`src/sv/conv3x3_clamp_rgb_unit_assert.svh`:
```
// Assertion helpers for the convolution unit.
// Both macros sample on the rising edge of clk and are quiet while rst is high.
`ifndef CONV3X3_CLAMP_RGB_UNIT_ASSERT_SVH
`define CONV3X3_CLAMP_RGB_UNIT_ASSERT_SVH

// Whenever the antecedent holds, the consequent must hold in the same cycle.
`define CV3_ASSERT_IMP(label, ante, cons, msg) \
  label: assert property (@(posedge clk) disable iff (rst) (ante) |-> (cons)) \
    else $error(msg);

// The condition must hold at every clock edge outside reset.
`define CV3_ASSERT_ALWAYS(label, cond, msg) \
  label: assert property (@(posedge clk) disable iff (rst) (cond)) else $error(msg);

`endif

```
`src/sv/cv3_pkg.sv`:
```
`default_nettype none

package cv3_pkg;

  // Mask geometry and pixel layout.
  localparam int TAPS     = 9;
  localparam int COEF_W   = 7;
  localparam int CHAN_W   = 8;
  localparam int CHANNELS = 3;
  localparam int PIX_W    = CHAN_W * CHANNELS;

  // Configuration register map.
  localparam int CFG_IDX_W  = 2;
  localparam int CFG_DATA_W = 63;
  localparam logic [CFG_IDX_W-1:0] CFG_IMAGE_WIDTH  = 2'd0;
  localparam logic [CFG_IDX_W-1:0] CFG_IMAGE_HEIGHT = 2'd1;
  localparam logic [CFG_IDX_W-1:0] CFG_MASK_COEFS   = 2'd2;

  // Register defaults: 640 x 480 frame, all nine coefficients equal to one.
  localparam logic [10:0]            WIDTH_RESET  = 11'd640;
  localparam logic [15:0]            HEIGHT_RESET = 16'd480;
  localparam logic [CFG_DATA_W-1:0]  MASK_RESET   = {TAPS{7'd1}};

  // Normalization: clamp the weighted sum to 0..9*255, add 4, divide by 9.
  // The divide is x * 7282 >> 16, exact for every x up to 2299.
  localparam int          SUM_MAX    = 2295;
  localparam logic [11:0] ROUND_BIAS = 12'd4;
  localparam logic [12:0] DIV_RECIP  = 13'd7282;
  localparam int          DIV_SHIFT  = 16;

  // Output queue.
  localparam int OUT_DEPTH = 8;
  localparam int OUT_PTR_W = 3;
  localparam int OUT_CNT_W = 4;

  // Frame position flags that travel with a pixel through the pipeline.
  typedef struct packed {
    logic row_end;
    logic frame_end;
  } side_t;

  // One queued result.
  typedef struct packed {
    side_t            side;
    logic [PIX_W-1:0] pix;
  } res_t;

  // Signed coefficient k of the packed mask.
  function automatic logic signed [COEF_W-1:0] coef(input logic [CFG_DATA_W-1:0] mask,
                                                    input int unsigned k);
    return signed'(mask[COEF_W*k +: COEF_W]);
  endfunction

endpackage

`default_nettype wire

```
`src/sv/cv3_chan.sv`:
```
`default_nettype none

module cv3_chan (
  input  wire logic                                         clk,
  input  wire logic [cv3_pkg::CFG_DATA_W-1:0]               mask,
  input  wire logic [cv3_pkg::TAPS-1:0][cv3_pkg::CHAN_W-1:0] taps,
  output      logic [cv3_pkg::CHAN_W-1:0]                   result
);
  import cv3_pkg::*;

  logic signed [CHAN_W:0]   px_s   [TAPS];
  logic signed [COEF_W-1:0] cf_s   [TAPS];
  logic signed [15:0]       prod   [TAPS];
  logic signed [15:0]       prod_q [TAPS];
  logic signed [19:0]       sum;
  logic [11:0]              clamped;
  logic [11:0]              acc_q;
  logic [23:0]              qmul;

  // Nine products of sample and coefficient, registered.
  always_comb begin
    for (int k = 0; k < TAPS; k++) begin
      px_s[k] = signed'({1'b0, taps[k]});
      cf_s[k] = coef(mask, k);
      prod[k] = 16'(px_s[k]) * 16'(cf_s[k]);
    end
  end

  always_ff @(posedge clk) begin
    for (int k = 0; k < TAPS; k++) begin
      prod_q[k] <= prod[k];
    end
  end

  // Sum the products, clamp to the pixel range times nine, add the rounding bias.
  always_comb begin
    sum = '0;
    for (int k = 0; k < TAPS; k++) begin
      sum = sum + 20'(prod_q[k]);
    end
    if (sum < 0) begin
      clamped = '0;
    end else if (sum > 20'(SUM_MAX)) begin
      clamped = 12'(SUM_MAX);
    end else begin
      clamped = sum[11:0];
    end
  end

  always_ff @(posedge clk) begin
    acc_q <= clamped + ROUND_BIAS;
  end

  // Divide by nine through the reciprocal; the caller registers the result.
  assign qmul   = 24'(acc_q) * 24'(DIV_RECIP);
  assign result = qmul[DIV_SHIFT +: CHAN_W];

endmodule

`default_nettype wire
```
`config.mk`:
```
export PLATFORM = sky130hd
export DESIGN_NAME = cv3_chan
export DESIGN_NICKNAME = d
export VERILOG_FILES = /design/src/sv/conv3x3_clamp_rgb_unit_assert.svh /design/src/sv/cv3_pkg.sv /design/src/sv/cv3_chan.sv
export SDC_FILE = /design/constraint.sdc
export NUM_CORES = 2
export LEC_CHECK = 0
export ABC_AREA = 0
export BUFFER_PORTS_ARGS = -buffer_cell sky130_fd_sc_hd__buf_2
export CAP_MARGIN = 10
export CORE_UTILIZATION = 35
export CTS_BUF_LIST = sky130_fd_sc_hd__clkbuf_8
export CTS_CLUSTER_SIZE = 40
export DETAILED_ROUTE_END_ITERATION = 8
export GPL_ROUTABILITY_DRIVEN = 0
export PLACE_DENSITY = 0.58
export SKIP_LAST_GASP = 1
export SLEW_MARGIN = 10
export SYNTH_ARGS = -nofsm -noshare
export SYNTH_HDL_FRONTEND = slang
export SYNTH_SLANG_ARGS = --single-unit
```
`constraint.sdc`:
```
create_clock -name clk -period 6 [get_ports clk]
set_input_delay 0.3 -clock clk [delete_from_list [all_inputs] [get_ports clk]]
set_output_delay 0.3 -clock clk [all_outputs]
set_load 0.02 [all_outputs]
```
# ---- Word level (Yosys, flattened, before mapping)
# Memory sizes are Yosys's and may differ from the RTL's.
# Cells that the tools add are included.
# Widths: inputs -> output; s select.
dict set report op_classes {
  mux 2
  n_mul 10
  addsub 9
  magnitude_cmp 2
}
# operator n
set op_table {}
lappend op_table {{$mul 9x7->16} 9}
lappend op_table {{$add 20x16->20} 4}
lappend op_table {{$mux 12} 2}
lappend op_table {{$mul 12x12->23 const B} 1}
lappend op_table {{$add 19x16->20} 1}
lappend op_table {{$gt 20x13->1 const B} 1}
lappend op_table {{$lt 20x1->1 const B} 1}
lappend op_table {{$add 18x16->19} 1}
lappend op_table {{$add 17x16->18} 1}
lappend op_table {{$add 16x16->17} 1}
lappend op_table {{$add 12x3->12 const B} 1}
dict set report word_totals {
  n_memories 1
  mem_bits_rw 144
  input_bits 136
  regBits 12
}
# name words word_bits rd rd_clocked_by_memory_dff write_ports line_no
set memory_table {}
lappend memory_table {prod_q 9 16 9 0 9 cv3_chan.sv:14} ;# logic signed [15:0] prod_q [TAPS];

# ---- Depth between registers and ports, before layout
# An unclocked memory read counts as a cell.
dict set report depth {
  ltp_word 13
  ltp_mapped 27
}

# ---- Least setup slack after synthesis
# Ideal clock, no wire load.
dict set report synth_timing {
  kind {reg-to-reg}
  start {memory prod_q[6][2] (netlist: prod_q[0][98])}
  end {register acc_q[6]}
  stages_incl_launch_ff 26
  setup_slack_ns 0.446
  arrival_time_ns 5.439
  required_ns 5.885
  path_cell_list {dfxtp_1 fa_1 fa_1 inv_1 fa_1 fa_1 inv_1 ha_1 inv_1 fa_1 nand2b_1 a21o_1 a31o_1 a2111oi_4 mux2i_1 nor4b_4 nand4b_2 buf_6 o21ai_1 inv_1 ha_1 inv_1 nor2_1 mux2i_1 nor2_1 o21a_1}
}
# element line_no
set synth_lines {}
lappend synth_lines {{from (decl)} cv3_chan.sv:14}
lappend synth_lines {{to (signal assigned)} cv3_chan.sv:51} ;# acc_q <= clamped + ROUND_BIAS;
lappend synth_lines {{to (decl)} cv3_chan.sv:17} ;# logic [11:0] acc_q;

==> summary.md <==
| Metric | Value |
|---|---|
| Status | `finished clean` |
| Setup Skew | `0.0160 ns` |
| Clock root buffer | `clkbuf_8` |
| Hold path depth | `2` |
| H-tree levels | `4` |
| Tcrit/Tclk final | `94.7%` |
| #FFs+latches synth | `156` |
| Min-Delay Path Class | `input port to flop` |
| RSZ-0062 raised after global routing | `true` |
| Synthesized area per cell | `9.58 sq um` |
| Antenna Nets Post-Route | `0` |
| Seq/Total Area, Yosys | `12.1%` |
| Layout cells sized above 1 | `7.42%` |
| Die ar. | `74900 sq um` |
| CTS Buf Count | `17` |
| R2R setup slack | `0.32 ns` |
| CTS Buffer Depth | `2` |
| Fin. Hold Viols | `0` |
| Worst skew pair latency | `0.47 ns` |
| Multi-input logic area | `20600 sq um` |
| R2r endpoint | `acc_q[6]` |
| Worst path max stage delay | `0.55 ns` |
| Vias | `17700` |
| Reg2Reg Launch Point | `prod_q[0][98]` |
| CTS tree | `done` |
| Fill cells | `7332` |
| Max_slew headroom | `68.4%` |
| Number of DRC markers in iteration 0 | `649` |
| Num ports | `144` |
| All-Layer GR Usage | `16.0%` |
| DR DRC count | `0` |
| WL/cell | `14.8 microns` |
| Post-Layout Inst Area | `28200 sq um` |
| Largest cells by area after synthesis | `fa_1 32%, ha_1 22%, dfxtp_1 12%, inv_1 8.3%, and2_1 6.2%` |
| Buffers on Ports | `143` |
| ANT cells | `0` |
| Max Slew Vio Count | `0` |
| Post-Route WL | `56.9 mm` |
| Post-synth top flop | `dfxtp_1` |
| Final min period | `5.68 ns` |
| Dpl ws | `0.187 ns` |
| Cells after synthesis | `2694` |
| Number of global-route vias before repair | `18700` |
| Dpl hpwl | `50.6 mm` |
| Post-synth top area cell | `fa_1` |
| Number of flops mapped to enable cells by yosys | `0` |
| Number of maximum-capacitance violations | `0` |
| FMAX | `176 MHz` |
| CP Cell Sequence | `fa_1 > fa_1 > inv_1 > fa_1 > fa_1 > inv_2 > ha_4 > inv_1 > fa_2 > nand2b_4 > a21o_1 > a31o_1 > a2111oi_4 > mux2i_1 > nor4b_4 > nand4b_4 > o21ai_2 > inv_1 > ha_1 > inv_2 > nor2_1 > mux2i_1 > nor2_1 > o21a_1` |
| CP Class | `flop to flop` |
| Core area | `73000 sq um` |
| Placed Cells | `3796` |
| Mapped Nets | `3700` |
| Async S/R FF share, synth | `0%` |
| FF+latch area | `3130 sq um` |
| Final worst setup slack | `0.320 ns` |
| Die X | `274 microns` |
| Clock transition at path regs | `0.10 ns` |
| Antenna violations before repair | `4` |
| Final #Nets | `3864` |
| Least-Margin Pin Slew | `0.471 ns` |
| Crit start category | `flop` |
| Starting Density | `35.4%` |
| First-pass DRT Iterations | `5` |
| TritonCTS Sinks | `156` |
| CP Max Fanout | `5` |
| # setup viols final | `0` |
| Fin cells | `3830` |
| Slowest stage cell on the critical path | `fa_1` |
| Die Ht | `274 microns` |
| WP data required | `6.36 ns` |
| Cell mode on critical path | `fa_1` |
| R2R depth | `24` |
| Area Growth Syn to Fin | `9.33%` |
| Hold Worst Slack | `0.149 ns` |
| Area post-placement | `27700 sq um` |
| Grt ovf | `0` |
| Site Rows | `99` |
| First-pass GRT wire length | `95.3 mm` |
| Mapped Area | `25800 sq um` |
| Crit. End Element | `flop` |
| Yosys top cell area share | `32.2%` |
| Worst Hold Endpoint | `prod_q[0][32]` |
| Ys Warns | `0` |
| Count of different cell masters after synthesis | `63` |
| Hold Startpoint | `taps[16]` |
| Largest net degree at the start of global routing | `18` |
| CTS Hold Bufs | `0` |
| Vias per std cell | `4.62` |
| Arr. time, crit path | `6.04 ns` |
==> cell usage in the layout (no fill, tap or decap), types with 16 or more instances in the layout <==
cell type / instances
a21o_1: 21
a21oi_1: 69
and2_1: 257
buf_2: 143
clkbuf_8: 17
dfxtp_1: 150
fa_1: 413
ha_1: 454
inv_1: 572
nand2_1: 201
nand2b_1: 52
nand3_1: 34
nor2_1: 112
nor2b_1: 22
nor3_1: 24
o21a_1: 16
o21bai_1: 27
xnor2_1: 106
xor2_1: 26
==> cells by family after synthesis <==
logic type	Yosys count	share of synthesized area (%)
fa+ha+maj	870	54.2
simple gates	745	15.0
buf+inv	579	8.47
compound gates	208	5.62
flops	156	12.1
xor+xnor	132	4.48
mux	4	0.155
==> cells in the mapped netlist (3+ instances only) <==
library cell and number:
a211oi_1 3, a21o_1 21, a21oi_1 69, a31oi_1 7, and2_1 257, and3_1 8
dfxtp_1 156, fa_1 415, ha_1 455, inv_1 574, mux2i_1 4, nand2_1 201
nand2b_1 54, nand3_1 34, nand3b_1 5, nand4_1 8, nor2_1 112, nor2b_1 22
nor3_1 24, o2111ai_1 13, o211ai_1 3, o21a_1 16, o21ai_0 9, o21ai_1 7
o21bai_1 27, o41a_1 10, or2_2 5, or3_1 4, xnor2_1 106, xor2_1 26
==> worst max-delay path by stage <==
stage	startpoint	end	slack, ns	depth (start not counted)
after floorplan	prod_q[0][98]	acc_q[6]	0.45	25
after global placement	prod_q[0][98]	acc_q[6]	0.20	24
after detailed placement	prod_q[0][98]	acc_q[6]	0.19	24
after CTS	acc_q[9]	result[7]	0.04	17
after global routing	prod_q[0][2]	acc_q[6]	-0.02	24
final	prod_q[0][98]	acc_q[6]	0.32	24
==> flip-flops by register name (all words and copies together), names as in the netlist <==
register	flops
acc_q	12
prod_q	144
==> area by class of cell <==
| cell class | count | area share, % |
|---|---|---|
| multi-input combinational | 1959 | 72.9 |
| clock inverter | 15 | 0.607 |
| tap | 959 | 4.25 |
| sequential | 156 | 11.1 |
| timing repair buffer | 150 | 2.72 |
| clock buffer | 17 | 0.829 |
| inverter | 574 | 7.63 |
==> critical path, delay by kind of cell (launching register included) <==
| kind | cells | cell delay, ns |
|---|---|---|
| AOI/OAI and AO/OA | 5 | 1.13 |
| muxes | 2 | 0.37 |
| buffers and inverters | 5 | 0.32 |
| DFF | 1 | 0.33 |
| and+or+nand+nor | 5 | 0.69 |
| adders and majority gates | 7 | 2.70 |
==> metal layers <==
metal | vias to the layer above | GRT usage (%) | share of wire (%)
li1 | 8750 | - | -
met1 | 8726 | 20.6 | 45
met2 | 180 | 28.8 | 51
met3 | 39 | 1.65 | 2.2
met4 | 0 | 3.18 | 1.7
met5 | - | 0 | 0
==> through the flow <==
stage	utilization, %	setup TNS (ns)
floorplan	-	0
global placement	38.0	0
detailed placement	38.0	0
CTS	38.6	0
global route	38.7	-0.0192
finish	38.7	0
==> what timing repair did <==
| item | CTS | global route |
|---|---|---|
| resized for setup | 0 | 19 |
| setup endpoints to repair | 0 | 6 |
| hold endpoints to repair | 0 | 0 |
| buffers inserted | 0 | 2 |
Power is not shown: default switching activity piles up to over one toggle a cycle in this logic, so the estimate is an artifact.
